--- src/rtl/core/accp_pkg.sv ---
// ----------------------------------------------------------------------------
// accp_pkg
// Shared widths, constants and types for the accelerometer pitch pipeline.
// ----------------------------------------------------------------------------
`default_nettype none

package accp_pkg;

  localparam int IN_W            = 16;             // raw sample field width
  localparam int SQ_W            = 32;             // x*x + z*z
  localparam int FRAC_SH         = 16;             // radicand shift, gives Q8 root
  localparam int RAD_W           = SQ_W + FRAC_SH; // radicand width
  localparam int ROOT_W          = RAD_W / 2;      // Q8 horizontal magnitude
  localparam int REM_W           = ROOT_W + 2;     // root remainder
  localparam int Y_FRAC          = 8;              // y aligned to Q8
  localparam int CX_W            = ROOT_W + 3;     // CORDIC x/y with gain headroom
  localparam int ANG_W           = 19;             // Q16 radians, signed
  localparam int ANGLE_TABLE_LEN = 24;
  localparam int CORDIC_STEPS_DEF = 16;
  localparam int RTD_W           = 22;
  localparam logic [RTD_W-1:0] RAD_TO_DEG_Q16 = 22'd3754937;
  localparam int PROD_W          = ANG_W + RTD_W;
  localparam int DEG_SHIFT       = 32;
  localparam int DEG_W           = 8;
  localparam int DEG_LIMIT       = 90;

  // data carried alongside the arithmetic for the special cases
  typedef struct packed {
    logic signed [IN_W-1:0] y;
    logic                   h_zero;  // x and z both zero
  } accp_side_t;

  // atan(2^-i) in radians, Q16
  function automatic logic signed [ANG_W-1:0] atan_q16(input int i);
    logic signed [ANG_W-1:0] a;
    case (i)
      0:  a = 19'sd51472;
      1:  a = 19'sd30385;
      2:  a = 19'sd16055;
      3:  a = 19'sd8150;
      4:  a = 19'sd4091;
      5:  a = 19'sd2047;
      6:  a = 19'sd1024;
      7:  a = 19'sd512;
      8:  a = 19'sd256;
      9:  a = 19'sd128;
      10: a = 19'sd64;
      11: a = 19'sd32;
      12: a = 19'sd16;
      13: a = 19'sd8;
      14: a = 19'sd4;
      15: a = 19'sd2;
      16: a = 19'sd1;
      default: a = '0;
    endcase
    return a;
  endfunction

endpackage

`default_nettype wire

--- src/rtl/core/accp_isqrt.sv ---
// ----------------------------------------------------------------------------
// accp_isqrt
// Pipelined digit-by-digit integer square root, one result bit per stage.
// Root of (sq << 16), i.e. the magnitude in Q8.
// ----------------------------------------------------------------------------
`default_nettype none

module accp_isqrt (
  input  wire logic                    clk,
  input  wire logic                    rst_n,
  input  wire logic                    en,
  input  wire logic                    sq_valid,
  input  wire logic [accp_pkg::SQ_W-1:0] sq_mag,
  input  wire accp_pkg::accp_side_t    sq_side,
  output logic                         rt_valid,
  output logic [accp_pkg::ROOT_W-1:0]  rt_root,
  output accp_pkg::accp_side_t         rt_side
);
  import accp_pkg::*;

  logic              v_r    [ROOT_W];
  logic [RAD_W-1:0]  rad_r  [ROOT_W];
  logic [REM_W-1:0]  rem_r  [ROOT_W];
  logic [ROOT_W-1:0] root_r [ROOT_W];
  accp_side_t        side_r [ROOT_W];

  for (genvar k = 0; k < ROOT_W; k++) begin : g_stage
    logic              v_in;
    logic [RAD_W-1:0]  rad_in;
    logic [REM_W-1:0]  rem_in;
    logic [ROOT_W-1:0] root_in;
    accp_side_t        side_in;
    logic [REM_W+1:0]  trial;
    logic [REM_W+1:0]  test;
    logic [REM_W+1:0]  diff;
    logic              ge;

    if (k == 0) begin : g_first
      assign v_in    = sq_valid;
      assign rad_in  = {sq_mag, {FRAC_SH{1'b0}}};
      assign rem_in  = '0;
      assign root_in = '0;
      assign side_in = sq_side;
    end else begin : g_next
      assign v_in    = v_r[k-1];
      assign rad_in  = rad_r[k-1];
      assign rem_in  = rem_r[k-1];
      assign root_in = root_r[k-1];
      assign side_in = side_r[k-1];
    end

    always_comb begin
      trial = {rem_in, rad_in[RAD_W-1 -: 2]};
      test  = {{(REM_W-ROOT_W){1'b0}}, root_in, 2'b01};
      diff  = trial - test;
      ge    = (trial >= test);
    end

    always_ff @(posedge clk) begin
      if (!rst_n) begin
        v_r[k] <= 1'b0;
      end else if (en) begin
        v_r[k] <= v_in;
      end
    end

    always_ff @(posedge clk) begin
      if (en) begin
        rad_r[k]  <= rad_in << 2;
        // remainder stays at most twice the root
        rem_r[k]  <= ge ? diff[REM_W-1:0] : trial[REM_W-1:0];
        root_r[k] <= {root_in[ROOT_W-2:0], ge};
        side_r[k] <= side_in;
      end
    end
  end

  assign rt_valid = v_r[ROOT_W-1];
  assign rt_root  = root_r[ROOT_W-1];
  assign rt_side  = side_r[ROOT_W-1];

endmodule

`default_nettype wire

--- config.mk ---
export PLATFORM = sky130hd
export DESIGN_NAME = accp_isqrt
export DESIGN_NICKNAME = d
export VERILOG_FILES = /design/src/rtl/core/accp_pkg.sv /design/src/rtl/core/accp_isqrt.sv
export SDC_FILE = /design/constraint.sdc
export NUM_CORES = 2
export LEC_CHECK = 0
export BUFFER_PORTS_ARGS = -buffer_cell sky130_fd_sc_hd__buf_2
export CAP_MARGIN = 10
export CELL_PAD_IN_SITES_DETAIL_PLACEMENT = 0
export CELL_PAD_IN_SITES_GLOBAL_PLACEMENT = 1
export CORE_ASPECT_RATIO = 1.25
export CORE_UTILIZATION = 48
export CTS_CLUSTER_DIAMETER = 30
export CTS_CLUSTER_SIZE = 12
export DETAILED_ROUTE_END_ITERATION = 16
export GPL_TIMING_DRIVEN = 1
export PLACE_DENSITY_LB_ADDON = 0.1
export SLEW_MARGIN = 10
export SYNTH_ARGS = -nofsm -noshare
export SYNTH_HDL_FRONTEND = slang
export SYNTH_SLANG_ARGS = --single-unit
--- constraint.sdc ---
create_clock -name clk -period 3.95 [get_ports clk]
set_clock_uncertainty 0.05 [all_clocks]
set_input_delay 0.5925 -clock clk [delete_from_list [all_inputs] [get_ports clk]]
set_output_delay 0.5925 -clock clk [all_outputs]
set_load 0.005 [all_outputs]
# Yosys cells after proc, flatten, opt, wreduce, memory -nomap -nowiden
# Memories as Yosys holds them, arrays and structs flattened.
# Index checks and enable logic that the tools add are counted.
[op_classes]
bitwise = 24
muxes = 53
add_sub_neg = 24
order_cmp = 24
[ops]
columns = ["op", "n"]
rows = [
  ["$ge 28x26->1", 23],
  ["$mux 26", 24],
  ["$sub 26x26->26", 23],
  ["$mux 1", 29],
  ["$or 1x1->1", 24],
  ["$sub 2x1->3 const B", 1],
  ["$ge 2x1->1 const B", 1],
]
[word_totals]
register_bits = 0
word_cells = 130
input_bits = 53
ramBits = 2736
mem_count = 5
output_inout_bits = 42
[mem_list]
columns = ["memory", "depth", "width", "rd", "rd_ports_with_merged_regs", "wr", "line", "source"]
rows = [
  ["rad_r", 24, 46, 23, 0, 24, "accp_isqrt.sv:22", "logic [RAD_W-1:0] rad_r [ROOT_W];"],
  ["rem_r", 24, 26, 23, 0, 24, "accp_isqrt.sv:23", "logic [REM_W-1:0] rem_r [ROOT_W];"],
  ["root_r", 24, 24, 24, 0, 24, "accp_isqrt.sv:24", "logic [ROOT_W-1:0] root_r [ROOT_W];"],
  ["side_r", 24, 17, 24, 0, 24, "accp_isqrt.sv:25", "accp_side_t side_r [ROOT_W];"],
  ["v_r", 24, 1, 24, 0, 24, "accp_isqrt.sv:21", "logic v_r [ROOT_W];"],
]

# Depth between registers and ports, before layout
[logic_depth]
word_depth = 4
depth_mapped = 13
mapped_depth_nobuf = 12

# Worst setup path before layout
# OpenSTA, ideal clock, no wires.
[synth_path]
kind = "flip-flop to flip-flop"
from = "memory rem_r[8][26] (netlist bit)"
to = "memory rem_r[9][2] (netlist bit) (data pin)"
arrival_ns = 3.367
path_stages_with_launch = 11
n_path_buf = 1
period_less_slack_ns = 3.676
t_required_ns = 3.640
setup_ns = 0.260
setup_slack_ns = 0.274
path_cell_list = "edfxtp_1 > ha_1 > fa_1 > a211o_1 > a2111oi_0 > o21ai_0 > nand4_1 > o21ai_0 > nor3_2 > clkbuf_1 > mux2_2"
[synth_lines]
columns = ["item", "line"]
rows = [
  ["start, declared", "accp_isqrt.sv:23"],
]

==> impl_metrics.json <==
{
  "status": "finished, final reports clean",
  "slowest_delay_ns": 0.44,
  "place_area_um2": 71500,
  "path_buf_inv": 3,
  "tns_ns": 0,
  "gr-usage-all-layers_pct": 17.7,
  "ctsHtreeMaxLevel": 5,
  "netlist_area_um2": 68000,
  "cts.sinks": 1528,
  "cp_top_family": "compound AO/OA/AOI/OAI gates",
  "finalSetupViolations": 0,
  "slew_viol_final": 0,
  "tritoncts": "done",
  "grt_antenna_before_repair": 2,
  "ys_seq_elements": 1528,
  "clock-root-buffer": "clkbuf_16",
  "ant_nets": 0,
  "grt_pass1_vias": 39495,
  "crit_slowest_cell": "fa_1",
  "reg2reg_depth": 12,
  "layout_commonest_cell": "edfxtp_1",
  "seq_area_frac_synth_pct": 67.4,
  "finalCritPeriodShare_pct": 92.8,
  "synth_warnings": 0,
  "busiest_layer": "met2",
  "initial_utilization_pct": 48.3,
  "final_nets": 5831,
  "synthFlopType": "edfxtp_1",
  "required_ns": 4.48,
  "wire_per_inst_um": 16.6,
  "use_met1_pct": 21.9,
  "clock_path_buffers": 4,
  "crit_path_end_kind": "register",
  "synth_cell_types": 81,
  "synthCells": 4988,
  "pre_cts_slack_ns": 0.160,
  "crit_chain": "ha_1 -> fa_1 -> a211o_1 -> a2111oi_2 -> buf_4 -> o21ai_0 -> nand4_1 -> o21ai_1 -> nor3_4 -> buf_12 -> inv_1 -> mux2_2",
  "fin_crit_ns": 3.67,
  "slew_headroom_pct": 46.1,
  "grtUsageMet2_pct": 30.6,
  "clock.fmax_ghz": 0.273,
  "drt_iter0_drc": 2094,
  "postCtsSetupBuffers": 0,
  "synth_fp_nets": 5359,
  "maxCapViolCount": 0,
  "crit_fanout": 25,
  "synth-edff-count": 1527,
  "drt_wl_total_um": 126000,
  "grt_pass1_wl_um": 204000,
  "rsz0062_at_grt": "no",
  "final_cell_mix": "edfxtp_1, inv_1, nand2_1, clkbuf_16, ha_1",
  "area_growth_pct": 20.8,
  "hold_viol": 0,
  "diodes": 0,
  "routed-via-count": 39076,
  "startpoint_type": "register",
  "layout-drive-gt1-share_pct": 13.4,
  "viasPerCell": 5.17,
  "core.rowCount": 154,
  "hold_class": "in2reg",
  "worst_slack_ns": 0.283,
  "clk_latency_ns": 0.88,
  "rr_startpoint": "rem_r[8][26]",
  "die_area_um2": 143000,
  "dp_hpwl_um": 87800,
  "avgSynthCellArea_um2": 13.6,
  "fp.dieH_um": 423,
  "grt_overflow_total": 0,
  "crit_cells": 12,
  "met3_usage_pct": 3.63,
  "r2r_slack_ns": 0.28,
  "firstDrtPassIters": 5,
  "die_w_um": 339,
  "power_density_nw_per_um2": 639,
  "worstSetupPathType": "reg2reg",
  "leakagePower_nw": 31.6,
  "cp.arrival_ns": 4.19,
  "tightest_slew_ns": 0.802,
  "core-area_um2": 141000,
  "num_io_pins": 95,
  "hold_slack_ns": 0.0937,
  "crit_end": "rem_r[9][16]",
  "grt_max_degree": 124,
  "numCtsBuffers": 312,
  "io_buffers": 94,
  "final_area_um2": 82100,
  "path_clk_slew_ns": 0.05,
  "crit_start": "rem_r[8][26]",
  "drc_errors": 0,
  "finalWeightedCongestion": 0.838,
  "timing.rr.end": "rem_r[9][16]",
  "vdd_drop_max_mv": 0.619,
  "postSynth.asyncResetShare_pct": 0,
  "fill_cells": 11323
}
## timing repair
item                                   CTS  global route
resized for setup                        0             4
endpoints found under the hold margin   51             0
setup endpoints to repair                0            25
hold buffers                            51             0
## per-layer routing
layer | wire length (um) | part of all wire [%]
met5 | 0 | 0
met4 | 3430 | 2.7
met3 | 5090 | 4.1
met2 | 63000 | 50
met1 | 54200 | 43
## Yosys cell counts (6+ instances only)
| library cell | instances | area, um2 |
|---|---|---|
| nand2_1 | 348 | 1310 |
| o21bai_1 | 28 | 210 |
| nor2_1 | 291 | 1090 |
| inv_1 | 399 | 1500 |
| o31ai_1 | 25 | 188 |
| xor2_1 | 226 | 1980 |
| or2_2 | 23 | 144 |
| edfxtp_1 | 1527 | 45900 |
| nand3b_1 | 17 | 128 |
| mux2_2 | 44 | 495 |
| a21o_1 | 95 | 713 |
| a21oi_1 | 287 | 1440 |
| nor2b_1 | 42 | 263 |
| o21a_1 | 50 | 375 |
| a211oi_1 | 34 | 255 |
| nand3_1 | 84 | 420 |
| o41ai_1 | 9 | 78.8 |
| a2111oi_0 | 11 | 96.3 |
| fa_1 | 7 | 140 |
| a211o_1 | 6 | 52.6 |
| nor4_1 | 68 | 425 |
| a21boi_0 | 9 | 67.6 |
| and4_1 | 9 | 78.8 |
| nand4_1 | 33 | 206 |
| nor3_1 | 103 | 515 |
| nor4b_1 | 9 | 78.8 |
| a31oi_1 | 23 | 144 |
| o2111ai_1 | 6 | 52.6 |
| a31o_2 | 6 | 52.6 |
| clkbuf_1 | 73 | 274 |
| o211ai_1 | 25 | 188 |
| or3_1 | 40 | 250 |
| xnor2_1 | 214 | 1870 |
| or4_1 | 23 | 173 |
| and3_1 | 48 | 300 |
| and2_1 | 14 | 87.6 |
| nand4b_1 | 8 | 70.1 |
| ha_1 | 311 | 3890 |
| o21ai_0 | 264 | 1320 |
| nand2b_1 | 50 | 313 |
| nor3b_1 | 8 | 60.1 |
## registers in the layout (all words and copies together) (netlist names)
signal and flops:
v_r 24, rem_r 556, side_r 408, root_r 300, rad_r 240
## where the power goes
part	leakage (nW)	internal, mW	switching [mW]
Clock	4.89	16.8	8.15
Combinational	12.1	2.74	3.52
Sequential	14.6	20.1	1.11
Total	31.6	39.7	12.8
## kinds of logic after synthesis
group | Yosys count | synth area share (%)
AOI/OAI and AO/OA | 930 | 8.41
xor gates and xnor gates | 440 | 5.67
adders and majority gates | 318 | 5.93
buffers and inverters | 478 | 2.65
DFF | 1528 | 67.4
muxes | 49 | 0.802
other | 1 | 0.00551
and+or+nand+nor | 1244 | 9.09
## worst register-to-register path: cells and delay by family, from the launching register on
family,cells,cell delay [ns]
DFF,1,0.38
muxes,1,0.28
buffers and inverters,3,0.46
adders and majority gates,2,0.70
and+or+nand+nor,2,0.45
AOI/OAI and AO/OA,4,1.10
## through the flow
step	instances	total power, mW	util [%]
6_report	7561	52.5	58.3
5_1_grt	7561	54.9	58.3
4_1_cts	7561	53.2	58.3
3_5_place_dp	6967	27.8	50.7
3_3_place_gp	6967	27.7	50.7
2_1_floorplan	4988	25.7	-
## final cells by class
cell class	instances	area, um2	area share [%]
sequential	1528	45900	55.8
tap	1872	2340	2.85
multi-input combinational	2982	20400	24.8
inverter	401	1510	1.83
timing repair buffer	235	1870	2.28
clock inverter	188	2070	2.52
clock buffer	355	8080	9.83
## worst min-delay path by stage
stage / startpoint / to / slack (ns) / cells after the start
global route: rst_n / v_r[2][0] / 0.09 / 2
detailed placement: rad_r[0][113] / rad_r[0][161] / 0.35 / 0
finish: rst_n / v_r[2][0] / 0.09 / 2
CTS: rst_n / v_r[2][0] / 0.02 / 2
global placement: side_r[0][134] / side_r[1][15] / 0.35 / 0
floorplan: rad_r[0][64] / rad_r[0][112] / 0.35 / 0
Power figures use the tool's default switching activity.
