`src/rtl/core/accp_pkg.sv`:
```
// ----------------------------------------------------------------------------
// accp_pkg
// Shared widths, constants and types for the accelerometer pitch pipeline.
// ----------------------------------------------------------------------------
`default_nettype none

package accp_pkg;

  localparam int IN_W            = 16;             // raw sample field width
  localparam int SQ_W            = 32;             // x*x + z*z
  localparam int FRAC_SH         = 16;             // radicand shift, gives Q8 root
  localparam int RAD_W           = SQ_W + FRAC_SH; // radicand width
  localparam int ROOT_W          = RAD_W / 2;      // Q8 horizontal magnitude
  localparam int REM_W           = ROOT_W + 2;     // root remainder
  localparam int Y_FRAC          = 8;              // y aligned to Q8
  localparam int CX_W            = ROOT_W + 3;     // CORDIC x/y with gain headroom
  localparam int ANG_W           = 19;             // Q16 radians, signed
  localparam int ANGLE_TABLE_LEN = 24;
  localparam int CORDIC_STEPS_DEF = 16;
  localparam int RTD_W           = 22;
  localparam logic [RTD_W-1:0] RAD_TO_DEG_Q16 = 22'd3754937;
  localparam int PROD_W          = ANG_W + RTD_W;
  localparam int DEG_SHIFT       = 32;
  localparam int DEG_W           = 8;
  localparam int DEG_LIMIT       = 90;

  // data carried alongside the arithmetic for the special cases
  typedef struct packed {
    logic signed [IN_W-1:0] y;
    logic                   h_zero;  // x and z both zero
  } accp_side_t;

  // atan(2^-i) in radians, Q16
  function automatic logic signed [ANG_W-1:0] atan_q16(input int i);
    logic signed [ANG_W-1:0] a;
    case (i)
      0:  a = 19'sd51472;
      1:  a = 19'sd30385;
      2:  a = 19'sd16055;
      3:  a = 19'sd8150;
      4:  a = 19'sd4091;
      5:  a = 19'sd2047;
      6:  a = 19'sd1024;
      7:  a = 19'sd512;
      8:  a = 19'sd256;
      9:  a = 19'sd128;
      10: a = 19'sd64;
      11: a = 19'sd32;
      12: a = 19'sd16;
      13: a = 19'sd8;
      14: a = 19'sd4;
      15: a = 19'sd2;
      16: a = 19'sd1;
      default: a = '0;
    endcase
    return a;
  endfunction

endpackage

`default_nettype wire

```
`src/rtl/core/accp_cordic.sv`:
```
// ----------------------------------------------------------------------------
// accp_cordic
// Unrolled CORDIC vectoring on (magnitude, y), one iteration per stage.
// Accumulates the angle in Q16 radians.
// ----------------------------------------------------------------------------
`default_nettype none

module accp_cordic #(
  parameter int STEPS = accp_pkg::CORDIC_STEPS_DEF
) (
  input  wire logic                          clk,
  input  wire logic                          rst_n,
  input  wire logic                          en,
  input  wire logic                          rt_valid,
  input  wire logic [accp_pkg::ROOT_W-1:0]   rt_root,
  input  wire accp_pkg::accp_side_t          rt_side,
  output logic                               an_valid,
  output logic signed [accp_pkg::ANG_W-1:0]  an_angle,
  output accp_pkg::accp_side_t               an_side
);
  import accp_pkg::*;

  localparam int NSTEPS = (STEPS > ANGLE_TABLE_LEN) ? ANGLE_TABLE_LEN :
                          ((STEPS < 1) ? 1 : STEPS);

  logic                    v_r    [NSTEPS];
  logic signed [CX_W-1:0]  cx_r   [NSTEPS];
  logic signed [CX_W-1:0]  cy_r   [NSTEPS];
  logic signed [ANG_W-1:0] ang_r  [NSTEPS];
  accp_side_t              side_r [NSTEPS];

  for (genvar k = 0; k < NSTEPS; k++) begin : g_iter
    logic                    v_in;
    logic signed [CX_W-1:0]  cx_in;
    logic signed [CX_W-1:0]  cy_in;
    logic signed [ANG_W-1:0] ang_in;
    accp_side_t              side_in;
    logic signed [CX_W-1:0]  dx;
    logic signed [CX_W-1:0]  dy;
    logic                    pos;

    if (k == 0) begin : g_first
      assign v_in    = rt_valid;
      assign cx_in   = {{(CX_W-ROOT_W){1'b0}}, rt_root};
      assign cy_in   = {{(CX_W-IN_W-Y_FRAC){rt_side.y[IN_W-1]}}, rt_side.y, {Y_FRAC{1'b0}}};
      assign ang_in  = '0;
      assign side_in = rt_side;
    end else begin : g_next
      assign v_in    = v_r[k-1];
      assign cx_in   = cx_r[k-1];
      assign cy_in   = cy_r[k-1];
      assign ang_in  = ang_r[k-1];
      assign side_in = side_r[k-1];
    end

    always_comb begin
      dx  = cy_in >>> k;
      dy  = cx_in >>> k;
      // rotate down only while y is strictly positive
      pos = !cy_in[CX_W-1] && (cy_in != '0);
    end

    always_ff @(posedge clk) begin
      if (!rst_n) begin
        v_r[k] <= 1'b0;
      end else if (en) begin
        v_r[k] <= v_in;
      end
    end

    always_ff @(posedge clk) begin
      if (en) begin
        if (pos) begin
          cx_r[k]  <= cx_in + dx;
          cy_r[k]  <= cy_in - dy;
          ang_r[k] <= ang_in + atan_q16(k);
        end else begin
          cx_r[k]  <= cx_in - dx;
          cy_r[k]  <= cy_in + dy;
          ang_r[k] <= ang_in - atan_q16(k);
        end
        side_r[k] <= side_in;
      end
    end
  end

  assign an_valid = v_r[NSTEPS-1];
  assign an_angle = ang_r[NSTEPS-1];
  assign an_side  = side_r[NSTEPS-1];

endmodule

`default_nettype wire

```
`config.mk`:
```
export PLATFORM = sky130hd
export DESIGN_NAME = accp_cordic
export DESIGN_NICKNAME = d
export VERILOG_FILES = /design/src/rtl/core/accp_pkg.sv /design/src/rtl/core/accp_cordic.sv
export SDC_FILE = /design/constraint.sdc
export NUM_CORES = 2
export LEC_CHECK = 0
export ABC_AREA = 1
export BUFFER_PORTS_ARGS = -buffer_cell sky130_fd_sc_hd__buf_2
export CORE_ASPECT_RATIO = 0.6
export CORE_MARGIN = 3
export CORE_UTILIZATION = 50
export DETAILED_ROUTE_END_ITERATION = 10
export PLACE_DENSITY = 0.65
export SYNTH_ARGS = -nofsm -noshare
export SYNTH_HDL_FRONTEND = slang
export SYNTH_SLANG_ARGS = --single-unit
```
`constraint.sdc`:
```
create_clock -name clk -period 4 [get_ports clk]
set_clock_uncertainty 0.2 [all_clocks]
set_input_delay 0.2 -clock clk [delete_from_list [all_inputs] [get_ports clk]]
set_output_delay 0.2 -clock clk [all_outputs]
set_load 0.01 [all_outputs]
```
# Word-level counts from Yosys, hierarchy flattened
# Memory sizes are Yosys's and may differ from the RTL's.
# Index checks and enable logic that the tools add are counted.
[word_totals] inputBits=45 output_inout_bits=37 memories=5 elab_cells=375 ff_bits=0 ramBits=1456
[classes] add_sub_neg=93 n_reduce_logical=48 muxes=165 n_bitwise=64
[memory_table] name="cx_r" words=16 word_bits=27 rd=15 rd_clocked_by_memory_dff=0 write_ports=16 line_no="accp_cordic.sv:27" text="logic signed [CX_W-1:0] cx_r [NSTEPS];"
[memory_table] name="cy_r" words=16 word_bits=27 rd=15 rd_clocked_by_memory_dff=0 write_ports=16 line_no="accp_cordic.sv:28" text="logic signed [CX_W-1:0] cy_r [NSTEPS];"
[memory_table] name="ang_r" words=16 word_bits=19 rd=16 rd_clocked_by_memory_dff=0 write_ports=16 line_no="accp_cordic.sv:29" text="logic signed [ANG_W-1:0] ang_r [NSTEPS];"
[memory_table] name="side_r" words=16 word_bits=17 rd=16 rd_clocked_by_memory_dff=0 write_ports=16 line_no="accp_cordic.sv:30" text="accp_side_t side_r [NSTEPS];"
[memory_table] name="v_r" words=16 word_bits=1 rd=16 rd_clocked_by_memory_dff=0 write_ports=16 line_no="accp_cordic.sv:26" text="logic v_r [NSTEPS];"
[op_table] cell="$mux W27" count=32
[op_table] cell="$reduce_bool A27 Y1" count=16
[op_table] cell="$mux W19" count=16
[op_table] cell="$mux W1" count=117
[op_table] cell="$or A1 B1 Y1" count=64
[op_table] cell="$add A27 B12 Y27" count=2
[op_table] cell="$add A27 B13 Y27" count=2
[op_table] cell="$add A27 B14 Y27" count=2
[op_table] cell="$add A27 B15 Y27" count=2
[op_table] cell="$add A27 B16 Y27" count=2
[op_table] cell="$add A27 B17 Y27" count=2
[op_table] cell="$add A27 B18 Y27" count=2
[op_table] cell="$add A27 B19 Y27" count=2
[op_table] cell="$add A27 B20 Y27" count=2
[op_table] cell="$add A27 B21 Y27" count=2
[op_table] cell="$add A27 B22 Y27" count=2
[op_table] cell="$add A27 B23 Y27" count=2
[op_table] cell="$add A27 B24 Y27" count=2
[op_table] cell="$add A27 B25 Y27" count=2
[op_table] cell="$add A27 B26 Y27" count=2
[op_table] cell="$sub A27 B12 Y27" count=2
[op_table] cell="$sub A27 B13 Y27" count=2
[op_table] cell="$sub A27 B14 Y27" count=2
[op_table] cell="$sub A27 B15 Y27" count=2
[op_table] cell="other kinds (44)" count=87

# Longest topological paths before layout
# An unclocked memory read counts as a cell.
[depth] depth_word=7 mapped_depth=27 depth_no_buf=26

# Worst setup path after synthesis
# OpenSTA, ideal clock, no wires.
[synth_path] path_kind="register to register" startpoint="mem cy_r[0][85] in the netlist's numbering" endpoint="mem ang_r[4][17], in the netlist ang_r[0][93] (data pin)" required_ps=3548 setup_slack_ps=394 path_buffers=1 t_arrival_ps=3154 stages_incl_launch_ff=19 period_less_slack_ps=3606 setup_time_ps=252 cell_sequence="edfxtp_1 -> inv_1 -> ha_1 -> nand2_1 -> nor2_1 -> nand3_1 -> o21ai_2 -> nand2_2 -> clkbuf_1 -> ha_1 -> inv_1 -> fa_1 -> nand3b_1 -> a21oi_1 -> nor2_1 -> o21ai_0 -> nand3_1 -> nand3_1 -> nand2_1"
[synth_rtl] item="start: declaration" line_no="accp_cordic.sv:28"
[synth_rtl] item="end: declaration" line_no="accp_cordic.sv:29"

==> run_results.csv <==
group,metric,value,unit
logic_synthesis,synth_nets,14800,
finish,diodes,0,
finish,drive_above_1_share,16.1,%
setup_path,cp_cell_sequence,"nor2_4 -> nand2_1 -> nor2_1 -> nand3_2 -> nand2_2 -> nand2_4 -> buf_12 -> o31ai_1 -> xor2_1 -> inv_1 -> ha_4 -> nand2_1 -> nor2_2 -> nand2_1 -> nor3_2 -> nand2_1 -> nand3_4 -> inv_1 -> nand2_1 -> nand2_1",
route,wire_per_inst,21.9,um
timing,rsz0062_at_grt,"yes",
logic_synthesis,synth_area_per_cell,7.87,sq um
timing,hold_slack,47.9,ps
cts,clock_path_buffers,4,
setup_path,rr_endpoint,"cy_r[0][53]",
global_route,grt_overflow_total,0,
floorplan,core_area,0.214,sq mm
global_route,grt_pass1_vias,97400,
logic_synthesis,synth_area_leader_cell,"edfxtp_1",
setup_path,cp-start-kind,"flop",
logic_synthesis,yosys-top-cells-area,"edfxtp_1 (37%), ha_1 (11%), nand2_1 (11%)",
cts,h-tree-depth,4,
logic_synthesis,synth_top_family_by_area,"simple AND/OR/NAND/NOR gates",
floorplan,rows,131,
global_route,grt_pass1_wl,596000,um
setup_path,crit_path_end_kind,"flop",
place,post-place-cells,18100,
route,routed_wl,403000,um
setup_path,cp_top_family,"simple AND/OR/NAND/NOR gates",
setup_path,r2r_start,"cy_r[0][22]",
finish,syn_to_final_growth,21.6,%
timing,max_freq,250,MHz
logic_synthesis,syn_inst,13800,
logic_synthesis,yosysWarnings,0,
logic_synthesis,synth-xor-area-share,9.60,%
logic_synthesis,synth_compound_area_share,11.5,%
status,status,"complete, no violations",
logic_synthesis,syn_area,0.108,sq mm
logic_synthesis,yosysSeqAreaShare,36.6,%
timing,period_share,99.9,%
global_route,grt_max_degree,196,
floorplan,die-width,607,um
route,viasPerCell,5.77,
finish,instances_no_fill,18400,
route,drc,0,
cts,cts_buffers,142,
setup_path,crit_end,"cy_r[0][53]",
floorplan,start_util,50.6,%
route,drt_first_pass_iters,9,
setup_path,worstPathArrival,4310,ps
finish,num-nets-final,16500,
timing,timing.final.hold_violations,0,
logic_synthesis,synthMuxAreaShare,0.00924,%
cts,cts-root-buf,"clkbuf_16",
worst_hold_path,min_path_type,"in2reg",
timing,slew_headroom,28.0,%
setup_path,worst_path_max_delay_cell,"edfxtp_1",
place,place_hpwl,329000,um
logic_synthesis,synth-edff-count,1322,
setup_path,r2r_cells,20,
place,port_buffers,80,
logic_synthesis,synthSimpleGateAreaFrac,23.7,%
timing,fin_crit,3990,ps
setup_path,worstSetupPathDepth,20,
finish,fill_cells,18900,
cts,worstSkewPairLatency,840,ps
timing,drv_slew,0,
setup_path,startpoint,"cy_r[0][22]",
cts,clock_sinks,1323,
logic_synthesis,synth-adder-area-share,12.0,%
setup_path,critical-path-max-stage-delay,560,ps
floorplan,top_level_ports,82,
global_route,track_usage,34.8,%
setup_path,cp_common_cell,"nand2_1",
floorplan,dieArea,0.223,sq mm
timing,final-setup-viol-count,0,
logic_synthesis,async_reset_ff_share,0,%
setup_path,critPathMaxFanout,5,
timing,tightest_slew,1080,ps
setup_path,crit_buf_inv,3,
route,antenna_left,0,
setup_path,path_class,"reg2reg",
route,drt-initial-drc-count,15100,
cts,cts.clk_slew.worst_paths,70,ps
place,place_congestion,1.12,
logic_synthesis,ys.flop_type,"edfxtp_1",
flow_run,max_cap_violations,0,
timing,setup_ws,5.21,ps
logic_synthesis,synth_cell_types,62,
cts,cts_tree,"yes",
setup_path,r2r_slack,5,ps
route,vias,106000,
logic_synthesis,synth-seq-cells,1323,
floorplan,dieHeight,367,um
global_route,antenna_found_initial,12,
logic_synthesis,synth_top_area_share,36.6,%
place,pre_cts_ws,-242,ps
setup_path,cp.required,4320,ps
==> layout make-up <==
class | count | area, sq um | share of cell area, %
Timing Repair inverter | 1 | 5.00 | 0.00380
Clock inverter | 86 | 1080 | 0.820
Sequential cell | 1323 | 39700 | 30.1
Multi-Input combinational cell | 10600 | 64200 | 48.7
Clock buffer | 158 | 3660 | 2.78
Inverter | 1694 | 6390 | 4.85
Timing Repair Buffer | 1696 | 13100 | 9.95
Tap cell | 2859 | 3580 | 2.72
==> stage by stage <==
step / utilization [%] / setup TNS (ps) / cell area, sq um
finish: 61.5 / 0 / 132000
global route: 61.5 / -1280 / 132000
CTS: 60.0 / 0 / 129000
detailed placement: 57.5 / -1920 / 123000
global placement: 57.5 / -1940 / 123000
floorplan: - / 0 / 108000
==> layer usage <==
layer,track usage (%),vias to the layer above,part of all wire [%]
met4,5.13,10,1.6
met1,58.3,50100,49
met2,41.8,6159,35
li1,-,49700,-
met5,0.797,-,0.059
met3,11.7,523,15
==> logic make-up after synthesis <==
| kind of cell | count (synthesis) |
|---|---|
| xor gates and xnor gates | 1178 |
| and+or+nand+nor | 6192 |
| muxes | 1 |
| DFF | 1323 |
| buffers and inverters | 1824 |
| adders and majority gates | 1013 |
| other | 1 |
| AOI/OAI and AO/OA | 2237 |
==> repair_timing <==
item / 4_1_cts / 5_1_grt
hold buffers: 53 / 0
buffers inserted: 0 / 68
resized for setup: 41 / 689
setup endpoints to repair: 55 / 436
endpoints found under the hold margin: 394 / 0
pin swaps: 2 / 103
cloned: 0 / 6
==> registers in the layout (all words and copies together) (netlist names) <==
name	count
ang_r	269
cx_r	363
side_r	272
cy_r	403
v_r	16
==> how the worst min path moves through the flow <==
| stage | from | to | slack (ps) | cells past startpoint |
|---|---|---|---|---|
| final | rt_root[7] | cx_r[0][7] | 50 | 2 |
| after global routing | rt_root[7] | cx_r[0][7] | 30 | 2 |
| after CTS | rt_root[21] | cx_r[0][22] | 2 | 7 |
| after detailed placement | rt_root[1] | cx_r[0][1] | 200 | 1 |
| after global placement | rt_side[0] | side_r[0][0] | 190 | 1 |
| after floorplan | rt_root[0] | cx_r[0][0] | 100 | 0 |
==> Yosys cell counts (5+ instances only) <==
cell,n
a211oi_1,18
a21boi_0,49
a21o_1,135
a21oi_1,1064
a221oi_1,6
a31oi_1,49
and2_1,7
and3_1,7
buf_2,57
buf_4,27
buf_6,10
clkbuf_1,34
clkinv_1,5
edfxtp_1,1322
fa_1,43
ha_1,970
inv_1,1682
inv_2,7
nand2_1,3115
nand2_2,12
nand2_4,10
nand2b_1,8
nand3_1,820
nand3b_1,31
nand4_1,196
nor2_1,1590
nor2_2,9
nor3_1,282
nor4_1,52
o211ai_1,30
o21a_1,16
o21ai_0,647
o21ai_1,16
o21ai_2,8
o21bai_1,128
o311ai_0,7
o31ai_1,51
or2_1,11
or2_2,33
xnor2_1,226
xor2_1,941
xor2_2,10
==> placed cells by master (no fill, tap or decap), types with 50 or more instances in the layout <==
master and n:
nand3_1 802, clkbuf_16 149, xor2_1 887, a21oi_1 947, nand2_2 92, nand2_1 3026
a21o_1 135, ha_1 894, nor2_2 82, edfxtp_1 1322, o21ai_1 77, xnor2_1 221
buf_2 79, dlygate4sd3_1 53, a21oi_2 112, o21bai_1 123, buf_4 1525, inv_1 1664
nor2_1 1509, o21ai_0 573, nand4_1 196, xor2_2 62, o31ai_1 50, nor3_1 235
Power is not shown: default switching activity piles up to over one toggle a cycle in this logic, so the estimate is an artifact.
