<file path="src/rtl/core/accp_pkg.sv">
// ----------------------------------------------------------------------------
// accp_pkg
// Shared widths, constants and types for the accelerometer pitch pipeline.
// ----------------------------------------------------------------------------
`default_nettype none

package accp_pkg;

  localparam int IN_W            = 16;             // raw sample field width
  localparam int SQ_W            = 32;             // x*x + z*z
  localparam int FRAC_SH         = 16;             // radicand shift, gives Q8 root
  localparam int RAD_W           = SQ_W + FRAC_SH; // radicand width
  localparam int ROOT_W          = RAD_W / 2;      // Q8 horizontal magnitude
  localparam int REM_W           = ROOT_W + 2;     // root remainder
  localparam int Y_FRAC          = 8;              // y aligned to Q8
  localparam int CX_W            = ROOT_W + 3;     // CORDIC x/y with gain headroom
  localparam int ANG_W           = 19;             // Q16 radians, signed
  localparam int ANGLE_TABLE_LEN = 24;
  localparam int CORDIC_STEPS_DEF = 16;
  localparam int RTD_W           = 22;
  localparam logic [RTD_W-1:0] RAD_TO_DEG_Q16 = 22'd3754937;
  localparam int PROD_W          = ANG_W + RTD_W;
  localparam int DEG_SHIFT       = 32;
  localparam int DEG_W           = 8;
  localparam int DEG_LIMIT       = 90;

  // data carried alongside the arithmetic for the special cases
  typedef struct packed {
    logic signed [IN_W-1:0] y;
    logic                   h_zero;  // x and z both zero
  } accp_side_t;

  // atan(2^-i) in radians, Q16
  function automatic logic signed [ANG_W-1:0] atan_q16(input int i);
    logic signed [ANG_W-1:0] a;
    case (i)
      0:  a = 19'sd51472;
      1:  a = 19'sd30385;
      2:  a = 19'sd16055;
      3:  a = 19'sd8150;
      4:  a = 19'sd4091;
      5:  a = 19'sd2047;
      6:  a = 19'sd1024;
      7:  a = 19'sd512;
      8:  a = 19'sd256;
      9:  a = 19'sd128;
      10: a = 19'sd64;
      11: a = 19'sd32;
      12: a = 19'sd16;
      13: a = 19'sd8;
      14: a = 19'sd4;
      15: a = 19'sd2;
      16: a = 19'sd1;
      default: a = '0;
    endcase
    return a;
  endfunction

endpackage

`default_nettype wire

</file>
<file path="src/rtl/core/accp_sqmag.sv">
// ----------------------------------------------------------------------------
// accp_sqmag
// Two-stage squared horizontal magnitude: x*x and z*z, then their sum.
// ----------------------------------------------------------------------------
`default_nettype none

module accp_sqmag (
  input  wire logic                           clk,
  input  wire logic                           rst_n,
  input  wire logic                           en,
  input  wire logic                           in_valid,
  input  wire logic signed [accp_pkg::IN_W-1:0] accel_x,
  input  wire logic signed [accp_pkg::IN_W-1:0] accel_y,
  input  wire logic signed [accp_pkg::IN_W-1:0] accel_z,
  output logic                                sq_valid,
  output logic [accp_pkg::SQ_W-1:0]           sq_mag,
  output accp_pkg::accp_side_t                sq_side
);
  import accp_pkg::*;

  logic signed [2*IN_W-1:0] xx_full;
  logic signed [2*IN_W-1:0] zz_full;

  logic              v1_r;
  logic [SQ_W-2:0]   xx_r;
  logic [SQ_W-2:0]   zz_r;
  accp_side_t        side1_r;
  logic              v2_r;
  logic [SQ_W-1:0]   sq_r;
  accp_side_t        side2_r;

  assign xx_full = accel_x * accel_x;
  assign zz_full = accel_z * accel_z;

  always_ff @(posedge clk) begin
    if (!rst_n) begin
      v1_r <= 1'b0;
      v2_r <= 1'b0;
    end else if (en) begin
      v1_r <= in_valid;
      v2_r <= v1_r;
    end
  end

  always_ff @(posedge clk) begin
    if (en) begin
      // squares are non-negative and below 2^31
      xx_r           <= xx_full[SQ_W-2:0];
      zz_r           <= zz_full[SQ_W-2:0];
      side1_r.y      <= accel_y;
      side1_r.h_zero <= (accel_x == '0) && (accel_z == '0);
      sq_r           <= {1'b0, xx_r} + {1'b0, zz_r};
      side2_r        <= side1_r;
    end
  end

  assign sq_valid = v2_r;
  assign sq_mag   = sq_r;
  assign sq_side  = side2_r;

endmodule

`default_nettype wire

</file>
<file path="config.mk">
export PLATFORM = sky130hd
export DESIGN_NAME = accp_sqmag
export DESIGN_NICKNAME = d
export VERILOG_FILES = /design/src/rtl/core/accp_pkg.sv /design/src/rtl/core/accp_sqmag.sv
export SDC_FILE = /design/constraint.sdc
export NUM_CORES = 1
export LEC_CHECK = 0
export ABC_AREA = 1
export BUFFER_PORTS_ARGS = -buffer_cell sky130_fd_sc_hd__buf_2
export CAP_MARGIN = 20
export CORE_UTILIZATION = 30
export CTS_CLUSTER_SIZE = 28
export DETAILED_ROUTE_END_ITERATION = 16
export PLACE_DENSITY = 0.51
export SLEW_MARGIN = 0
export SYNTH_ARGS = -nofsm -noshare
export SYNTH_HDL_FRONTEND = slang
export SYNTH_SLANG_ARGS = --single-unit
export TNS_END_PERCENT = 50
</file>
<file path="constraint.sdc">
create_clock -name clk -period 6 [get_ports clk]
set_clock_uncertainty 0.05 [all_clocks]
set_input_delay 0.9 -clock clk [delete_from_list [all_inputs] [get_ports clk]]
set_output_delay 0.9 -clock clk [all_outputs]
set_load 0.005 [all_outputs]
</file>
## Word-level counts from Yosys, hierarchy flattened

Index checks and enable logic that the tools add are counted.

| word-level totals | value |
|---|---|
| input bits | 52 |
| word-level logic and storage cells | 15 |
| output and inout bits | 50 |
| flip-flop bits (word level) | 130 |

| cells by class | value |
|---|---|
| reductions and logical operators | 3 |
| multiply operators | 2 |
| add/sub/neg operators | 1 |

Operator list:

| operator | number |
|---|---|
| 16-bit by 16-bit multiplier with 31-bit output | 2 |
| 31-bit by 31-bit adder with 32-bit output | 1 |
| 16-bit logical NOT | 2 |
| 1-bit logical AND | 1 |

## Longest topological paths before layout

Gate-level depths: netlist of run 1.

| logic depth | value |
|---|---|
| depth after elaboration | 2 |
| mapped depth | 28 |

## Least setup slack after synthesis of run 1

No wires, ideal clock.

| timing | value |
|---|---|
| path kind | input port to flip-flop |
| from | input accel_x[5] (netlist name) |
| to | register xx_r[30], data pin |
| library setup time | 0.253 ns |
| path buffers | 2 |
| slack | -0.331 ns |
| stages on the path | 25 |
| arrival | 6.028 ns |
| cells stage by stage | clkbuf_1 -> clkbuf_1 -> nand2_1 -> fa_1 -> inv_1 -> fa_1 -> inv_1 -> fa_1 -> inv_1 -> fa_1 -> inv_1 -> fa_1 -> inv_1 -> fa_1 -> ha_1 -> nand2_1 -> nor2_2 -> inv_1 -> nor2_1 -> and2_1 -> nand2_1 -> inv_1 -> nor2_1 -> nand2_1 -> nand2_1 |

| on the way | value |
|---|---|
| word-level cells in the longest chain between the ends | 1 |

RTL lines:

| element | line | RTL |
|---|---|---|
| start, declared | accp_sqmag.sv:12 | `input wire logic signed [accp_pkg::IN_W-1:0] accel_x,` |
| 16-bit by 16-bit multiplier with 31-bit output | accp_sqmag.sv:32 | `assign xx_full = accel_x * accel_x;` |
| named net xx_full[30] | accp_sqmag.sv:21 | `logic signed [2*IN_W-1:0] xx_full;` |
| end signal, assigned | accp_sqmag.sv:48 | `xx_r <= xx_full[SQ_W-2:0];` |
| end, declared | accp_sqmag.sv:25 | `logic [SQ_W-2:0] xx_r;` |

The timed path passes the listed nets, and every way through them passes these cells.
A chain may end at the register's enable or synchronous reset.

## Final worst setup path of run 1

| timing | value |
|---|---|
| from | input accel_x[15] (netlist name) |
| to | register xx_r[26], data pin |

The elaborated chain is that of the path after synthesis.

==> results of run 1 <==
final timing paths:
check,slack [ps],endpoint
hold / removal,370,sq_side[5]
hold reg to reg,370,sq_side[5]
setup / recovery,190,xx_r[26]
setup reg to reg,3710,sq_mag[20]
what timing repair did:
action / CTS / global route
setup buffers: 0 / 1
setup endpoints to repair: 0 / 11
resized for setup: 0 / 25
routing by layer:
metal  vias up  GRT usage
li1       9485          -
met1      9075      0.216
met2       271      0.243
met3        30     0.0219
met4         0     0.0163
met5         -          0
flip-flops by register name, indices dropped and copies added, names as in the netlist:
signal and cells:
side1_r 17, sq_mag 32, v1_r 1, xx_r 30, sq_valid 1, sq_side 17
zz_r 30
cells in the final DEF, fill, tap and decap left out, types with 8 or more instances in the layout:
master and count:
a21oi_1 77, nor2_1 107, nand2_2 15, nand3_1 85, xnor2_1 13, buf_2 91, ha_1 192, nor2_2 24
nand2_1 693, clkbuf_4 8, edfxtp_1 126, o21bai_1 14, o21ai_0 33, nand4_1 39, inv_2 16, xor2_1 65
fa_1 457, clkbuf_16 17, nor3_1 15, buf_4 289, nor4_1 8, inv_1 894
critical path, stage by stage:
cell and delay (ps):
clkbuf_4 190, nand2_1 150, inv_1 90, buf_4 140
fa_1 520, inv_1 50, fa_1 520, inv_1 50
fa_1 480, fa_1 510, fa_1 500, inv_1 50
fa_1 470, inv_1 50, ha_1 340, nand2_1 90
inv_1 70, nand2_1 110, nor3_1 260, nand3_1 190
nand4_1 110, nand2_1 90
Yosys cell counts (all sizes together), types with 4 or more instances:
cell type | number | share of area
inv | 912 | 0.14
nand2 | 708 | 0.11
fa | 459 | 0.37
ha | 199 | 0.10
nor2 | 137 | 0.024
edfxtp | 126 | 0.15
nand3 | 90 | 0.019
a21oi | 80 | 0.016
xor2 | 65 | 0.023
clkbuf | 51 | 0.0077
nand4 | 39 | 0.0098
o21ai | 38 | 0.0076
nor3 | 20 | 0.0050
buf | 19 | 0.0032
o21bai | 15 | 0.0047
xnor2 | 13 | 0.0046
nor4 | 8 | 0.0020
and2 | 4 | 0.0010
area by class of cell:
type	instances	area, sq um	share of cell area
clock buffer	19	433	0.0147
clock inverter	13	91.3	0.00310
inverter	914	3440	0.117
multi-input combinational	1895	17500	0.595
sequential	128	3820	0.130
tap	1070	1340	0.0454
timing repair buffer	395	2820	0.0955
cell families (layout without fill, tap and decap cells):
family / Yosys count / count (layout) / synth area share
xor+xnor: 78 / 78 / 0.0274
buf+inv: 984 / 1341 / 0.148
mux: 1 / 1 / 0.000451
fa+ha+maj: 658 / 658 / 0.468
compound gates: 143 / 143 / 0.0320
flops: 128 / 128 / 0.153
simple gates: 1015 / 1015 / 0.171
stage by stage:
step / cells / cell area, sq um
3_3_place_gp: 4401 / 28900
5_1_grt: 4434 / 29500
4_1_cts: 4433 / 29400
6_report: 4434 / 29500
3_5_place_dp: 4401 / 28900
2_1_floorplan: 3007 / 25100
==> results.json, run 1 <==
{
  "start_util": 0.303,
  "drt_iter0_markers": 891,
  "drt_pass1_iterations": 7,
  "groute.usage.overall": 0.149,
  "die_h_microns": 290,
  "maxSlewViolCount": 0,
  "vias_per_cell": 4.25,
  "cts_buffers": 17,
  "cts_sinks": 128,
  "die_area_sq_mm": 0.0843,
  "yosysWarnings": 0,
  "drive_above_1_share": 0.154,
  "hold_buffers": 0,
  "dp_slack_ps": -361,
  "ys_seq_elements": 128,
  "setup_viol": 0,
  "ant_nets": 0,
  "nets": 4061,
  "die_w_microns": 290,
  "rows": 105,
  "synthesis.area_sq_mm": 0.0250,
  "timing.final.ws_setup_ps": 187,
  "status": "complete, no violations",
  "grt_max_degree": 82,
  "required_ps": 6110,
  "grt_pass1_vias": 19639,
  "crit_start": "accel_x[15]",
  "globalplace.congestion": 0.888,
  "hp-class": "flip-flop to flip-flop",
  "cp_max_fo": 11,
  "synth_nets": 3717,
  "rr_worst_depth": 8,
  "clock_path_buffers": 2,
  "slew_headroom": 0.504,
  "highest_layer": "met4",
  "min_period_ps": 5810,
  "synth_cells": 3007,
  "hold_path_depth": 0,
  "end_kind": "flip-flop",
  "cap_viol_max_count": 0,
  "dp_hpwl_microns": 54300,
  "synth_ff_type": "edfxtp_1",
  "synth_cell_type_count": 41,
  "min_period_over_period": 0.969,
  "routedWlPerCell_microns": 13.7,
  "ys_seq_area_frac": 0.153,
  "clock.fmax_ghz": 0.172,
  "clkTransAtPathRegs_ps": 60,
  "avgSynthCellArea_sq_um": 8.30,
  "start_kind": "input pin",
  "insertion_delay_ps": 420,
  "htreeDepth": 4,
  "hold_viol_final": 0,
  "port_buffers": 101,
  "overflow": 0,
  "num-fill-cells": 8690,
  "tritoncts": "built",
  "fin_setup_tns_ps": 0,
  "final_core_util": 0.359,
  "antenna_found_initial": 0,
  "min_from": "side1_r[5]",
  "vias": 18861,
  "route.met3.wl_microns": 2550,
  "met2_length_microns": 27600,
  "worst_pin_slew_ps": 745,
  "rsz0062_at_grt": "yes",
  "cp.arrival_ps": 5930,
  "drc_errors": 0,
  "ios": 102,
  "grt_pass1_wl_microns": 101000,
  "core-area_sq_mm": 0.0822,
  "n_antenna_cell": 0,
  "synthArstFlopShare": 0,
  "worst_hold_slack_ps": 368,
  "cts_root_buffer": "clkbuf_16",
  "path_class": "input pin to flip-flop",
  "area_growth_pct": 18.2,
  "synth-edff-count": 126,
  "drt-met1-wl_microns": 30100,
  "r2r_start": "xx_r[15]",
  "wirelength_microns": 60700
}
Power of run 1 is left out: the tool's default activity adds up to more than one toggle a clock period on the data nets, which glitch-free logic cannot reach.
==> run 2: changes to the inputs <==
- CELL_PAD_IN_SITES_DETAIL_PLACEMENT: unset -> 1
- CELL_PAD_IN_SITES_GLOBAL_PLACEMENT: unset -> 1
- CORE_UTILIZATION: 30 -> 40
- PLACE_DENSITY: 0.51 -> 0.77
==> run 2 against run 1 <==
Global-route usage increased by 8.2 points. Core utilization grew 12 points. Non-clock buffer count fell by 12. Sequential share of layout area up 0.11 points. Register-to-register slack hardly changed. Hold slack improved by 2.9 ps. First-iteration DRC count grew 4.7%.
==> results.json, run 2 (same netlist as run 1, synthesis figures left out) <==
{
  "drt_iter0_markers": 933,
  "rsz0062_at_grt": "yes",
  "routedWlPerCell_microns": 16.8,
  "cp_max_fo": 5,
  "min_period_over_period": 0.981,
  "hold_buffers": 0,
  "worst_pin_slew_ps": 969,
  "met2_length_microns": 35500,
  "dpl_cell_area_sq_mm": 0.0285,
  "overflow": 0,
  "die_area_sq_mm": 0.0634,
  "route.met3.wl_microns": 2580,
  "vias": 20082,
  "antenna_found_initial": 0,
  "clock.fmax_ghz": 0.170,
  "crit_path_frequent_cell": "fa_1",
  "cap_viol_max_count": 0,
  "ios": 102,
  "slew_headroom": 0.354,
  "drt_pass1_iterations": 5,
  "n_antenna_cell": 0,
  "required_ps": 6130,
  "tritoncts": "built",
  "drive_above_1_share": 0.158,
  "core-area_sq_mm": 0.0617,
  "hold_viol_final": 0,
  "vias_per_cell": 4.80,
  "grt_pass1_vias": 22885,
  "ant_nets": 0,
  "highest_layer": "met4",
  "final_common_cell": "inv_1",
  "dp_hpwl_microns": 62100,
  "globalplace.congestion": 0.904,
  "path_class": "input pin to flip-flop",
  "setup_viol": 0,
  "worst_hold_slack_ps": 370,
  "path_cells": "buf_2 > nand2_1 > fa_1 > inv_1 > fa_2 > fa_1 > fa_1 > fa_1 > inv_1 > fa_1 > inv_1 > ha_1 > nand2_2 > nor2_4 > and3_1 > nand4_1 > nand4_1 > nand2_1",
  "insertion_delay_ps": 430,
  "cp.arrival_ps": 6020,
  "layout_common_cells": "inv_1, nand2_1, fa_1",
  "cpMaxStageDelayCell": "fa_1",
  "final_area_sq_mm": 0.0292,
  "start_util": 0.404,
  "wirelength_microns": 70300,
  "die_h_microns": 252,
  "cts_root_buffer": "clkbuf_16",
  "drc_errors": 0,
  "htreeDepth": 4,
  "min_period_ps": 5890,
  "start_kind": "input pin",
  "drt-met1-wl_microns": 30800,
  "port_buffers": 101,
  "cts_sinks": 128,
  "cts_buffers": 17,
  "die_w_microns": 252,
  "rows": 91,
  "max_stage_delay_ps": 620,
  "grt_pass1_wl_microns": 115000,
  "maxSlewViolCount": 0,
  "hp-class": "flip-flop to flip-flop",
  "status": "complete, no violations",
  "area_growth_pct": 17.2,
  "grt_max_degree": 77,
  "clkTransAtPathRegs_ps": 60,
  "clock_path_buffers": 2,
  "end_kind": "flip-flop",
  "num-fill-cells": 7582,
  "nets": 4049,
  "groute.usage.overall": 0.231,
  "largest_reg_flops": 32
}
## run 2: cell types whose count changed in the layout (fill, tap and decap cells not counted), moves of 5 or more
cell / before / now
buf_4: 289 / 277
ha_1: 192 / 185
nor2_1: 107 / 101
a21oi_1: 77 / 72
a21oi_2: 3 / 8
ha_4: 6 / 11
## run 2: final cells by class
class                   count  area, sq um  share of cell area
repair buffers            383         2740              0.0937
multi-input cells        1895        17700               0.605
inverters                 914         3430               0.117
clock inverters            13         93.8             0.00321
clock buffers              18          429              0.0147
well taps                 837         1050              0.0358
flip-flops and latches    128         3820               0.131
## run 2: worst paths after layout
path	slack (ps)	depth (start not counted)	to	from
setup / recovery	110	18	xx_r[23]	accel_x[5]
hold / removal	370	0	sq_side[12]	side1_r[12]
setup reg to reg	3710	9	sq_mag[28]	xx_r[11]
hold reg to reg	370	0	sq_side[12]	side1_r[12]
## run 2: through the flow
stage	cells	utilization	setup slack, ps	TNS (ps)
after CTS	4186	0.470	53.9	0
after floorplan	3007	-	-2.60	-2.60
after global placement	4155	0.462	-271	-3630
after detailed placement	4155	0.462	-461	-7570
after global routing	4188	0.474	-20.9	-69.1
final	4188	0.474	115	0
## run 2: critical path: cells and delay by family
kind / cells / cell delay (ps)
AND/OR/NAND/NOR: 7 / 1040
adder cells (fa/ha/maj): 7 / 3660
buffers and inverters: 4 / 410
## run 2: what timing repair did
| action | in CTS | in global routing |
|---|---|---|
| endpoints found under the setup margin | 1 | 21 |
| gates resized for setup | 1 | 53 |
| buffers inserted | 0 | 2 |
| pin swaps | 0 | 6 |
## run 2: per-layer routing
layer,track usage,up-vias
li1,-,9461
met2,0.412,404
met4,0.0507,0
met1,0.303,10122
met3,0.0227,95
met5,0,-
Power of run 2 is left out for the same reason.
==> run 3: changes to the inputs <==
- clock period: 6 -> 5.4 ns (I/O delays scaled with it)
==> run 3 against run 2 <==
The flow now finishes with violations (negative setup slack). Die area is the same. Worst setup slack worse by 350 ps. First-iteration DRC count up 12%. Via count up 5.9%. Core utilization is 4.4 points higher. Critical path type unchanged. Flip-flop and latch count unchanged. Sequential share of layout area shrank 1.1 points. Critical path depth grew 5. Hold slack lost 0.85 ps.
==> results.json, run 3 (same netlist as run 1, synthesis figures left out) <==
{
  "cts_root_buffer": "clkbuf_16",
  "status": "finished, violations left",
  "ant_nets": 0,
  "min_period_over_period": 1.04,
  "largest_reg_flops": 32,
  "ios": 102,
  "cap_viol_max_count": 0,
  "timing.final.ws_setup_ps": -235,
  "groute.usage.overall": 0.244,
  "start_util": 0.404,
  "max_stage_delay_ps": 590,
  "grt_pass1_wl_microns": 122000,
  "wirelength_microns": 82100,
  "hold_viol_final": 0,
  "drt_iter0_markers": 1044,
  "vias_per_cell": 4.95,
  "rows": 91,
  "min_from": "side1_r[2]",
  "maxSlewViolCount": 0,
  "globalplace.congestion": 0.888,
  "crit_path_frequent_cell": "fa_1",
  "clock_path_buffers": 2,
  "crit_buf_inv": 9,
  "cts_buffers": 17,
  "dp_hpwl_microns": 64300,
  "area_growth_pct": 28.1,
  "die_w_microns": 252,
  "place_inst": 4221,
  "slew_headroom": 0.524,
  "htreeDepth": 4,
  "path_class": "input pin to flip-flop",
  "min_period_ps": 5630,
  "cp_max_fo": 5,
  "grt_max_degree": 60,
  "clock.fmax_ghz": 0.177,
  "rsz0062_at_grt": "yes",
  "layout_common_cells": "inv_1, nand2_1, fa_1",
  "final_common_cell": "inv_1",
  "final_cells": 4300,
  "grt_pass1_vias": 23957,
  "path_cells": "buf_12 > buf_12 > nand2_4 > inv_4 > fa_2 > buf_6 > inv_6 > buf_4 > fa_1 > fa_2 > fa_1 > fa_1 > fa_1 > inv_1 > ha_4 > nand2_4 > nor2_4 > inv_2 > nor2_4 > buf_6 > nand4_1 > nand3b_1 > xor2_1",
  "routedWlPerCell_microns": 19.1,
  "die_area_sq_mm": 0.0634,
  "drt_pass1_iterations": 5,
  "end_kind": "flip-flop",
  "clkTransAtPathRegs_ps": 70,
  "core-area_sq_mm": 0.0617,
  "vias": 21275,
  "drive_above_1_share": 0.272,
  "antenna_found_initial": 0,
  "violations": "negative setup slack",
  "required_ps": 5520,
  "critPathTopFamily": "adder cells",
  "worst_pin_slew_ps": 714,
  "overflow": 0,
  "die_h_microns": 252,
  "cts_sinks": 128,
  "setup_viol": 29,
  "num-fill-cells": 7274,
  "cp.arrival_ps": 5760,
  "cpMaxStageDelayCell": "fa_2",
  "drc_errors": 0,
  "start_kind": "input pin",
  "hold_buffers": 0,
  "nets": 4160,
  "port_buffers": 101,
  "r2r_start": "zz_r[21]",
  "hp-class": "flip-flop to flip-flop",
  "tritoncts": "built",
  "crit_start": "accel_x[3]",
  "n_antenna_cell": 0,
  "insertion_delay_ps": 430
}
-- run 3: changes by cell type in the layout (fill, tap and decap cells not counted), sizes merged --
cell and delta:
buf +118, bufinv +1, clkbuf -7, clkinv -4
inv +4
-- run 3: layout make-up --
class / instances / area [sq um] / share of cell area
Clock buffer: 18 / 429 / 0.0134
Sequential cell: 128 / 3820 / 0.120
Timing Repair Buffer: 494 / 3990 / 0.125
Clock inverter: 14 / 130 / 0.00407
Inverter: 914 / 3460 / 0.108
Multi-Input combinational cell: 1895 / 19100 / 0.597
Tap cell: 837 / 1050 / 0.0328
-- run 3: metrics by stage --
step	hold slack [ps]	utilization	area [sq um]	setup TNS, ps	setup WS (ps)
5_1_grt	379	0.518	32000	-8070	-433
6_report	370	0.518	32000	-3500	-235
3_3_place_gp	351	0.480	29600	-22080	-710
2_1_floorplan	350	-	26000	-5480	-410
3_5_place_dp	355	0.480	29600	-27190	-831
4_1_cts	368	0.499	30800	-2670	-308
-- run 3: worst paths after layout --
check,endpoint,slack (ps),cells past startpoint
worst min register to register,sq_side[2],370,0
worst max register to register,sq_mag[30],3110,11
worst max-delay path,xx_r[22],-230,23
worst min-delay path,sq_side[2],370,0
-- run 3: per-layer routing --
metal  part of all wire  GRT usage
met4              0.037     0.0660
met2               0.53      0.459
met1               0.39      0.297
met5                  0          0
met3              0.036     0.0203
-- run 3: what timing repair did --
| action | CTS | global route |
|---|---|---|
| endpoints found under the setup margin | 41 | 43 |
| pin swaps | 82 | 148 |
| gates cloned | 0 | 2 |
| gates resized for setup | 168 | 254 |
| buffers inserted | 13 | 35 |
Power of run 3 is left out for the same reason.
